**config.mk**
```make
export PLATFORM = sky130hd
export DESIGN_NAME = load_cell_adc_serial_reader
export DESIGN_NICKNAME = d
export VERILOG_FILES = /design/src/rtl/core/lcr_pkg.sv /design/src/rtl/core/load_cell_adc_serial_reader.sv
export SDC_FILE = /design/constraint.sdc
export NUM_CORES = 2
export LEC_CHECK = 0
export BUFFER_PORTS_ARGS = -buffer_cell sky130_fd_sc_hd__clkbuf_2
export CAP_MARGIN = 25
export CORE_AREA = 2 2 284 286
export DETAILED_ROUTE_END_ITERATION = 12
export DIE_AREA = 0 0 286 288
export PLACE_DENSITY_LB_ADDON = 0.25
export SETUP_SLACK_MARGIN = 0.3
export SLEW_MARGIN = 0
export SYNTH_ARGS = -nofsm -noshare
export SYNTH_HDL_FRONTEND = slang
export SYNTH_SLANG_ARGS = --single-unit
```
**constraint.sdc**
```tcl
create_clock -name clk -period 8.4 [get_ports clk]
set_clock_uncertainty 0.1 [all_clocks]
set_input_delay 1.26 -clock clk [delete_from_list [all_inputs] [get_ports clk]]
set_output_delay 1.26 -clock clk [all_outputs]
set_load 0.01 [all_outputs]
```
**src/rtl/core/lcr_pkg.sv**
```systemverilog
`timescale 1ns / 1ps

package lcr_pkg;

	// converter word length default
	localparam int DATA_BITS_DEF = 24;

	// fixed field widths
	localparam int RAW_W       = 24;
	localparam int WEIGHT_W    = 32;
	localparam int HALF_W      = 16;
	localparam int TIMEOUT_W   = 24;
	localparam int TARE_W      = 24;
	localparam int COEF_W      = 32;
	localparam int CFG_IDX_W   = 2;
	localparam int CFG_DATA_W  = 32;
	localparam int IN_TDATA_W  = 8;
	localparam int OUT_TDATA_W = 64;

	// result beat layout, lowest bit up
	localparam int O_SCK    = 0;
	localparam int O_BUSY   = 1;
	localparam int O_DONE   = 2;
	localparam int O_TMO    = 3;
	localparam int O_RAW_LO = 4;
	localparam int O_WGT_LO = O_RAW_LO + RAW_W;
	localparam int O_USED   = O_WGT_LO + WEIGHT_W;

	// input beat layout
	localparam int I_START = 0;
	localparam int I_DOUT  = 1;

	// register indexes
	localparam logic [CFG_IDX_W-1:0] CFG_HALF_PERIOD = 2'd0;
	localparam logic [CFG_IDX_W-1:0] CFG_TIMEOUT     = 2'd1;
	localparam logic [CFG_IDX_W-1:0] CFG_TARE        = 2'd2;
	localparam logic [CFG_IDX_W-1:0] CFG_SCALE       = 2'd3;

	// register reset values
	localparam logic [HALF_W-1:0]    HALF_RST    = 16'd1;
	localparam logic [TIMEOUT_W-1:0] TIMEOUT_RST = 24'd200000;
	localparam logic [TARE_W-1:0]    TARE_RST    = 24'd0;
	localparam logic [COEF_W-1:0]    SCALE_RST   = 32'd65536;

	typedef enum logic [1:0] {
		PH_IDLE  = 2'd0,
		PH_WAIT  = 2'd1,
		PH_CLOCK = 2'd2
	} phase_t;

	// per-tick status flags carried down the pipeline
	typedef struct packed {
		logic sck;
		logic busy;
		logic done;
		logic tmo;
	} flags_t;

endpackage

```
**src/rtl/core/load_cell_adc_serial_reader.sv**
```systemverilog
`timescale 1ns / 1ps

// Two-wire load-cell converter readout with tare and Q16.16 scaling.
// Slave side: one beat per time-base tick, tdata = {dout, start_req}.
// Master side: one beat per accepted tick with the pin levels to drive and
// the status of that tick; raw_code is nonzero only on a done beat and
// weight holds the last computed value between completions.
// Configuration: cfg_wen/cfg_index/cfg_data, to be written only while idle;
// the block does not enforce this. Throughput: one beat per cycle while the
// master side accepts. Stages: a result beat passes the input register,
// sequencer step plus tare subtract, 25x32 multiply, and round and saturate
// into the output register.
// Timing: a start only enters the wait phase; the pin is checked from the
// next tick. The tick seeing dout low raises sck and is the first high tick.
// The tick ending each of the first 24 low halves samples a bit; the 25th
// pulse sets gain 128 and its low half ends with done. A wait of
// timeout_ticks ticks with the pin high ends in done, timed_out, zero code.
// Reset: all stages empty, sequencer idle, sck low, weight zero, registers
// at defaults. A stalled master side stops the pipeline stage by stage and
// the slave side keeps accepting until every stage holds a beat.
module load_cell_adc_serial_reader #(
	parameter int DATA_BITS = lcr_pkg::DATA_BITS_DEF
) (
	input  logic                               clk,
	input  logic                               arst_n,
	input  logic                               cfg_wen,
	input  logic [lcr_pkg::CFG_IDX_W-1:0]      cfg_index,
	input  logic [lcr_pkg::CFG_DATA_W-1:0]     cfg_data,
	input  logic                               s_tvalid,
	output logic                               s_tready,
	// [0] start_req, [1] dout, [7:2] zero
	input  logic [lcr_pkg::IN_TDATA_W-1:0]     s_tdata,
	output logic                               m_tvalid,
	input  logic                               m_tready,
	// [0] sck, [1] busy_res, [2] done_res, [3] timed_out, [27:4] raw_code,
	// [59:28] weight, [63:60] zero
	output logic [lcr_pkg::OUT_TDATA_W-1:0]    m_tdata
);

	localparam int PULSE_W = $clog2(DATA_BITS + 2);
	localparam int DIFF_W  = lcr_pkg::RAW_W + 1;
	localparam int PROD_W  = DIFF_W + lcr_pkg::COEF_W;
	localparam int Q_W     = PROD_W - 16;

	// configuration
	logic [lcr_pkg::HALF_W-1:0]    half_q;
	logic [lcr_pkg::TIMEOUT_W-1:0] timeout_q;
	logic [lcr_pkg::TARE_W-1:0]    tare_q;
	logic signed [lcr_pkg::COEF_W-1:0] scale_q;

	always_ff @(posedge clk or negedge arst_n) begin
		if (!arst_n) begin
			half_q    <= lcr_pkg::HALF_RST;
			timeout_q <= lcr_pkg::TIMEOUT_RST;
			tare_q    <= lcr_pkg::TARE_RST;
			scale_q   <= lcr_pkg::SCALE_RST;
		end else if (cfg_wen) begin
			unique case (cfg_index)
				lcr_pkg::CFG_HALF_PERIOD: half_q    <= cfg_data[lcr_pkg::HALF_W-1:0];
				lcr_pkg::CFG_TIMEOUT:     timeout_q <= cfg_data[lcr_pkg::TIMEOUT_W-1:0];
				lcr_pkg::CFG_TARE:        tare_q    <= cfg_data[lcr_pkg::TARE_W-1:0];
				lcr_pkg::CFG_SCALE:       scale_q   <= cfg_data;
			endcase
		end
	end

	// pipeline handshake
	logic v_s1, v_s2, v_s3, out_valid_q;
	logic rdy1, rdy2, rdy3, rdy_out;

	assign rdy_out  = !out_valid_q || m_tready;
	assign rdy3     = !v_s3 || rdy_out;
	assign rdy2     = !v_s2 || rdy3;
	assign rdy1     = !v_s1 || rdy2;
	assign s_tready = rdy1;

	// stage 1: input register
	logic start_s1, dout_s1;

	always_ff @(posedge clk) begin
		if (s_tvalid && rdy1) begin
			start_s1 <= s_tdata[lcr_pkg::I_START];
			dout_s1  <= s_tdata[lcr_pkg::I_DOUT];
		end
	end

	// sequencer state
	lcr_pkg::phase_t phase_q, phase_d;
	logic [lcr_pkg::TIMEOUT_W-1:0] wait_q, wait_d, wait_inc;
	logic [lcr_pkg::HALF_W-1:0]    delay_q, delay_d, delay_inc, half_eff;
	logic [PULSE_W-1:0]            pulse_q, pulse_d, pulse_inc;
	logic                          clk_lvl_q, clk_lvl_d;
	logic [DATA_BITS-1:0]          shift_q, shift_d;
	logic                          done_d, tmo_d;
	logic [lcr_pkg::RAW_W-1:0]     code_d;
	logic                          seq_en;

	assign seq_en    = v_s1 && rdy2;
	assign wait_inc  = wait_q + lcr_pkg::TIMEOUT_W'(1);
	assign delay_inc = delay_q + lcr_pkg::HALF_W'(1);
	assign pulse_inc = pulse_q + PULSE_W'(1);
	assign half_eff  = (half_q == '0) ? lcr_pkg::HALF_W'(1) : half_q;

	always_comb begin
		phase_d   = phase_q;
		wait_d    = wait_q;
		delay_d   = delay_q;
		pulse_d   = pulse_q;
		clk_lvl_d = clk_lvl_q;
		shift_d   = shift_q;
		done_d    = 1'b0;
		tmo_d     = 1'b0;
		code_d    = '0;
		unique case (phase_q)
			lcr_pkg::PH_IDLE: begin
				if (start_s1) begin
					phase_d = lcr_pkg::PH_WAIT;
					wait_d  = '0;
				end
			end
			lcr_pkg::PH_WAIT: begin
				if (!dout_s1) begin
					phase_d   = lcr_pkg::PH_CLOCK;
					clk_lvl_d = 1'b1;
					delay_d   = '0;
					pulse_d   = '0;
					shift_d   = '0;
				end else begin
					wait_d = wait_inc;
					if (wait_inc >= timeout_q) begin
						phase_d = lcr_pkg::PH_IDLE;
						wait_d  = '0;
						done_d  = 1'b1;
						tmo_d   = 1'b1;
					end
				end
			end
			lcr_pkg::PH_CLOCK: begin
				delay_d = delay_inc;
				if (delay_inc >= half_eff) begin
					delay_d = '0;
					if (clk_lvl_q) begin
						clk_lvl_d = 1'b0;
					end else begin
						if (pulse_q < PULSE_W'(DATA_BITS))
							shift_d = {shift_q[DATA_BITS-2:0], dout_s1};
						pulse_d = pulse_inc;
						if (pulse_inc >= PULSE_W'(DATA_BITS + 1)) begin
							phase_d = lcr_pkg::PH_IDLE;
							pulse_d = '0;
							done_d  = 1'b1;
							// offset binary: flip the top data bit
							code_d  = lcr_pkg::RAW_W'(shift_q ^ {1'b1, {(DATA_BITS-1){1'b0}}});
						end else begin
							clk_lvl_d = 1'b1;
						end
					end
				end
			end
			default: begin
				phase_d = lcr_pkg::PH_IDLE;
			end
		endcase
	end

	always_ff @(posedge clk or negedge arst_n) begin
		if (!arst_n) begin
			phase_q   <= lcr_pkg::PH_IDLE;
			wait_q    <= '0;
			delay_q   <= '0;
			pulse_q   <= '0;
			clk_lvl_q <= 1'b0;
			shift_q   <= '0;
		end else if (seq_en) begin
			phase_q   <= phase_d;
			wait_q    <= wait_d;
			delay_q   <= delay_d;
			pulse_q   <= pulse_d;
			clk_lvl_q <= clk_lvl_d;
			shift_q   <= shift_d;
		end
	end

	// stage 2: status and tared reading
	lcr_pkg::flags_t           flags_s2;
	logic [lcr_pkg::RAW_W-1:0] code_s2;
	logic signed [DIFF_W-1:0]  diff_s2;

	always_ff @(posedge clk) begin
		if (seq_en) begin
			flags_s2.sck  <= clk_lvl_d;
			flags_s2.busy <= (phase_d != lcr_pkg::PH_IDLE);
			flags_s2.done <= done_d;
			flags_s2.tmo  <= tmo_d;
			code_s2       <= code_d;
			diff_s2       <= $signed({1'b0, code_d}) - $signed({1'b0, tare_q});
		end
	end

	// stage 3: product
	lcr_pkg::flags_t           flags_s3;
	logic [lcr_pkg::RAW_W-1:0] code_s3;
	logic signed [PROD_W-1:0]  prod_s3;

	always_ff @(posedge clk) begin
		if (v_s2 && rdy3) begin
			flags_s3 <= flags_s2;
			code_s3  <= code_s2;
			prod_s3  <= PROD_W'(diff_s2) * PROD_W'(scale_q);
		end
	end

	// divide by 65536 toward zero, then clamp to int32
	logic signed [Q_W-1:0]              q_trunc;
	logic                               q_round_up;
	logic                               q_fits;
	logic signed [lcr_pkg::WEIGHT_W-1:0] wgt_sat, wgt_out;
	logic signed [lcr_pkg::WEIGHT_W-1:0] last_wgt_q;

	assign q_round_up = prod_s3[PROD_W-1] && (prod_s3[15:0] != '0);
	assign q_trunc    = prod_s3[PROD_W-1:16] + $signed({{(Q_W-1){1'b0}}, q_round_up});
	assign q_fits     = (q_trunc[Q_W-1:lcr_pkg::WEIGHT_W-1] == '0) ||
	                    (q_trunc[Q_W-1:lcr_pkg::WEIGHT_W-1] == '1);

	always_comb begin
		if (q_fits)
			wgt_sat = q_trunc[lcr_pkg::WEIGHT_W-1:0];
		else if (q_trunc[Q_W-1])
			wgt_sat = {1'b1, {(lcr_pkg::WEIGHT_W-1){1'b0}}};
		else
			wgt_sat = {1'b0, {(lcr_pkg::WEIGHT_W-1){1'b1}}};
	end

	assign wgt_out = flags_s3.done ? wgt_sat : last_wgt_q;

	logic out_en;
	assign out_en = v_s3 && rdy_out;

	always_ff @(posedge clk or negedge arst_n) begin
		if (!arst_n)
			last_wgt_q <= '0;
		else if (out_en && flags_s3.done)
			last_wgt_q <= wgt_sat;
	end

	// output register
	logic [lcr_pkg::OUT_TDATA_W-1:0] out_data_q;

	always_ff @(posedge clk) begin
		if (out_en) begin
			out_data_q <= lcr_pkg::OUT_TDATA_W'({wgt_out, code_s3, flags_s3.tmo,
				flags_s3.done, flags_s3.busy, flags_s3.sck});
		end
	end

	always_ff @(posedge clk or negedge arst_n) begin
		if (!arst_n) begin
			v_s1        <= 1'b0;
			v_s2        <= 1'b0;
			v_s3        <= 1'b0;
			out_valid_q <= 1'b0;
		end else begin
			if (rdy1)    v_s1        <= s_tvalid;
			if (rdy2)    v_s2        <= v_s1;
			if (rdy3)    v_s3        <= v_s2;
			if (rdy_out) out_valid_q <= v_s3;
		end
	end

	assign m_tvalid = out_valid_q;
	assign m_tdata  = out_data_q;

endmodule

```
==> impl_summary.txt <==
----------------------------------------------------
[Status]
  Status ... finished, final reports clean

[Synth]
  Post-Synthesis Mean Instance Area ... 10.1 sq um
  #FFs+latches synth ... 404
  Number of different library cells in the post-synthesis netlist ... 86
  Synth Instances ... 4,684
  Netlist area before placement ... 47,300 sq um
  Count of flip-flops with a built-in enable after synthesis ... 200
  Sequential cell area fraction in the yosys report ... 23.5%
  Fraction of synthesis flops using an asynchronous set or reset pin ... 50.5%
  Most instantiated flip-flop cell in the synthesis netlist ... sky130_fd_sc_hd__edfxtp_1
  Synthesis warning total ... 0

[Global routing]
  Leftover overflow at the end of global routing ... 0
  Antenna violations before repair ... 0
  GR Util All Layers ... 28.9%
  Maximum number of pins on one net before global-route repair ... 138
  Vias in the first global route ... 34,300
  First-pass GRT wire length ... 185 mm

[Place]
  Buffers added on ports ... 102
  GP Congestion ... 0.913
  Half-perimeter wire length after detailed placement ... 90.3 mm

[STA]
  Worst slew margin relative to its limit ... 34.0%
  Unrepaired setup endpoints after global routing ... yes
  Number of pins exceeding their max-slew limit in the final report ... 0
  Final count of negative-setup-slack endpoints ... 0
  Final Cycle Share ... 92.3%
  Minimum clock period after layout ... 7750 ps
  Final hold violations ... 0
  Sum Neg Setup Slack ... 0 ps
  Slew at the pin with the worst max-slew slack ... 991 ps
  Worst hold-check slack ... 309 ps
  Maximum frequency from static timing analysis ... 129 MHz

[Cells and area]
  Fraction of final layout cells sized beyond drive strength 1 ... 10.3%
  Net count of the finished layout ... 5,850
  Most frequent cells in the layout ... sky130_fd_sc_hd__inv_1, sky130_fd_sc_hd__fa_1, sky130_fd_sc_hd__nand2_1
  Commonest non-fill, non-tap cell in the layout ... sky130_fd_sc_hd__inv_1
  Flip-flop and latch area ... 11,100 sq um
  Final antenna diode count ... 0
  Area used by multi-input combinational logic ... 32,000 sq um
  Fill cell instance count of the final layout ... 6,375
  Growth of design area from synthesis to finish ... 7.62%

[Clocking]
  Clock transition at the registers of the reported paths ... 70 ps
  Number of buffers between clock root and the deepest sink ... 3
  Hold-fix buffers, CTS ... 0
  Worst skew pair latency ... 620 ps
  Clock root buffer ... sky130_fd_sc_hd__clkbuf_16
  Clock buffer count from CTS ... 44
  Count of H-tree levels built during CTS ... 2
  Sink Count ... 404
  TritonCTS clock tree ... yes

[Worst setup path]
  Critical path capture point type ... flop
  CP startpoint kind ... flop
  Type of the setup path with the least slack ... reg2reg
  Crit path DAT ... 7990 ps
  Critical path fanouts, max ... 12
  Data required time of the worst path ... 8640 ps

[Die]
  Core area ... 79,600 sq um
  Die ar. ... 82,400 sq um
  Number of core rows ... 104
  Initial Utilization ... 59.4%
  I/O pins ... 113
  Die X-Extent ... 286 microns
  Die Y ... 288 microns

[Drt]
  Number of iterations in the first detailed-routing pass ... 6
  Initial drt markers ... 2,326
  Via/cell ratio ... 5.53
  Detailed-route wire length ... 114 mm
  Post-route DRC ... 0
  Via count ... 32,300
  Post-DRT Antenna Nets ... 0
  DR WL/cell ... 19.4 microns

[Run]
  Number of max-cap violations ... 0

[Min path]
  HP Class ... reg2reg

----------------------------------------------------
flip-flops by register name (all words and copies together) (netlist names), 2 cells and up:
| signal | count |
|---|---|
| code_s2 | 24 |
| code_s3 | 24 |
| delay_q | 16 |
| diff_s2 | 25 |
| flags_s2 | 4 |
| flags_s3 | 4 |
| half_q | 16 |
| last_wgt_q | 32 |
| m_tdata | 60 |
| phase_q | 2 |
| prod_s3 | 57 |
| pulse_q | 5 |
| scale_q | 32 |
| shift_q | 24 |
| tare_q | 24 |
| timeout_q | 24 |
| wait_q | 24 |
metal layers:
layer	routed length (microns)	vias to the layer above	GRT usage (%)
met5	0	-	0
li1	-	14600	-
met2	51800	1263	45.6
met4	3520	0	8.52
met1	47800	16200	40.2
met3	10500	204	6.55
path summary, 6_finish.rpt:
| check | start | to | slack (ps) | cells past startpoint |
|---|---|---|---|---|
| setup / recovery | scale_q[14]$_DFFE_PN0P_ | prod_s3[52]$_DFFE_PP_ | 650 | 25 |
| hold / removal | code_s3[6]$_DFFE_PP_ | m_tdata[10]$_DFFE_PP_ | 310 | 0 |
| setup reg to reg | scale_q[14]$_DFFE_PN0P_ | prod_s3[52]$_DFFE_PP_ | 650 | 25 |
| hold reg to reg | code_s3[6]$_DFFE_PP_ | m_tdata[10]$_DFFE_PP_ | 310 | 0 |
| max in group asynchronous | arst_n | delay_q[7]$_DFFE_PN0P_ | 6380 | 2 |
| min in group asynchronous | arst_n | last_wgt_q[5]$_DFFE_PN0P_ | 520 | 1 |
cells in the mapped netlist, types with 5 or more instances:
| cell type | count | area [sq um] |
|---|---|---|
| sky130_fd_sc_hd__a2111oi_0 | 5 | 43.8 |
| sky130_fd_sc_hd__a211oi_1 | 7 | 52.6 |
| sky130_fd_sc_hd__a21o_1 | 45 | 338 |
| sky130_fd_sc_hd__a21oi_1 | 106 | 531 |
| sky130_fd_sc_hd__a21oi_2 | 41 | 359 |
| sky130_fd_sc_hd__a22o_1 | 14 | 123 |
| sky130_fd_sc_hd__a31o_2 | 14 | 123 |
| sky130_fd_sc_hd__a31oi_1 | 16 | 100 |
| sky130_fd_sc_hd__and2_1 | 433 | 2710 |
| sky130_fd_sc_hd__and3_1 | 29 | 181 |
| sky130_fd_sc_hd__clkbuf_1 | 190 | 713 |
| sky130_fd_sc_hd__dfrtp_1 | 196 | 4900 |
| sky130_fd_sc_hd__dfstp_2 | 8 | 210 |
| sky130_fd_sc_hd__edfxtp_1 | 200 | 6010 |
| sky130_fd_sc_hd__fa_1 | 820 | 16400 |
| sky130_fd_sc_hd__ha_1 | 229 | 2870 |
| sky130_fd_sc_hd__inv_1 | 904 | 3390 |
| sky130_fd_sc_hd__mux2_2 | 85 | 957 |
| sky130_fd_sc_hd__mux2i_1 | 27 | 270 |
| sky130_fd_sc_hd__nand2_1 | 562 | 2110 |
| sky130_fd_sc_hd__nand2b_1 | 29 | 181 |
| sky130_fd_sc_hd__nand3_1 | 67 | 335 |
| sky130_fd_sc_hd__nand4_1 | 26 | 163 |
| sky130_fd_sc_hd__nor2_1 | 131 | 492 |
| sky130_fd_sc_hd__nor2b_1 | 19 | 119 |
| sky130_fd_sc_hd__nor3_1 | 24 | 120 |
| sky130_fd_sc_hd__nor4_1 | 18 | 113 |
| sky130_fd_sc_hd__o2111ai_1 | 5 | 43.8 |
| sky130_fd_sc_hd__o211ai_1 | 15 | 113 |
| sky130_fd_sc_hd__o21a_1 | 20 | 150 |
| sky130_fd_sc_hd__o21ai_0 | 82 | 410 |
| sky130_fd_sc_hd__o21ai_1 | 31 | 155 |
| sky130_fd_sc_hd__o21bai_1 | 14 | 105 |
| sky130_fd_sc_hd__o311ai_0 | 5 | 43.8 |
| sky130_fd_sc_hd__o31ai_1 | 6 | 45.0 |
| sky130_fd_sc_hd__or2_2 | 8 | 50.1 |
| sky130_fd_sc_hd__or3_1 | 6 | 37.5 |
| sky130_fd_sc_hd__or4_1 | 5 | 37.5 |
| sky130_fd_sc_hd__xnor2_1 | 100 | 876 |
| sky130_fd_sc_hd__xor2_1 | 49 | 429 |
what timing repair did:
action | CTS | global route
resized for setup | 0 | 9
setup buffers | 0 | 10
setup endpoints to repair | 0 | 10
endpoints found under the hold margin | 0 | 0
area by class of cell:
class / count / area share [%]
Clock buffer: 48 / 2.19
Clock inverter: 33 / 0.737
Inverter: 905 / 6.67
Multi-Input combinational cell: 3169 / 62.8
Sequential cell: 404 / 21.9
Tap cell: 1060 / 2.61
Timing Repair Buffer: 230 / 3.14
cells by family (layout without fill, tap and decap cells):
logic type | after synthesis | after routing | share of synthesized area [%]
AND/OR/NAND/NOR | 1390 | 1390 | 14.7
buffers and inverters | 1114 | 1216 | 9.03
adder cells (fa/ha/maj) | 1049 | 1049 | 40.8
AO/OA/AOI/OAI | 465 | 465 | 6.60
flip-flops | 404 | 404 | 23.5
XOR/XNOR | 149 | 149 | 2.76
multiplexers | 112 | 112 | 2.59
other | 1 | 4 | 0.00793
through the flow:
stage	std cells	util [%]	instance area, sq um	setup WS (ps)
6_report	5849	63.9	50900	649
5_1_grt	5849	63.9	50900	294
4_1_cts	5836	63.7	50700	498
3_5_place_dp	5755	61.8	49200	499
3_3_place_gp	5754	61.8	49200	562
2_1_floorplan	4687	-	47300	1340
critical path, stage by stage, from the launching register on:
cell and delay [ps]:
sky130_fd_sc_hd__dfrtp_1 790, sky130_fd_sc_hd__buf_4 240, sky130_fd_sc_hd__and2_1 150, sky130_fd_sc_hd__fa_1 460
sky130_fd_sc_hd__fa_1 560, sky130_fd_sc_hd__inv_1 60, sky130_fd_sc_hd__fa_1 460, sky130_fd_sc_hd__fa_1 520
sky130_fd_sc_hd__inv_1 60, sky130_fd_sc_hd__fa_1 500, sky130_fd_sc_hd__fa_1 510, sky130_fd_sc_hd__inv_1 50
sky130_fd_sc_hd__fa_1 480, sky130_fd_sc_hd__inv_1 50, sky130_fd_sc_hd__ha_1 370, sky130_fd_sc_hd__and2_1 220
sky130_fd_sc_hd__or2_2 280, sky130_fd_sc_hd__a31oi_1 210, sky130_fd_sc_hd__o211ai_1 190, sky130_fd_sc_hd__o21ai_0 200
sky130_fd_sc_hd__buf_4 160, sky130_fd_sc_hd__a21oi_1 90, sky130_fd_sc_hd__o21ai_0 160, sky130_fd_sc_hd__buf_4 140
sky130_fd_sc_hd__nand2_1 40, sky130_fd_sc_hd__o311ai_0 440
Power is left out: the tool's default activity adds up to more than one toggle a clock period on the data nets, which glitch-free logic cannot reach.
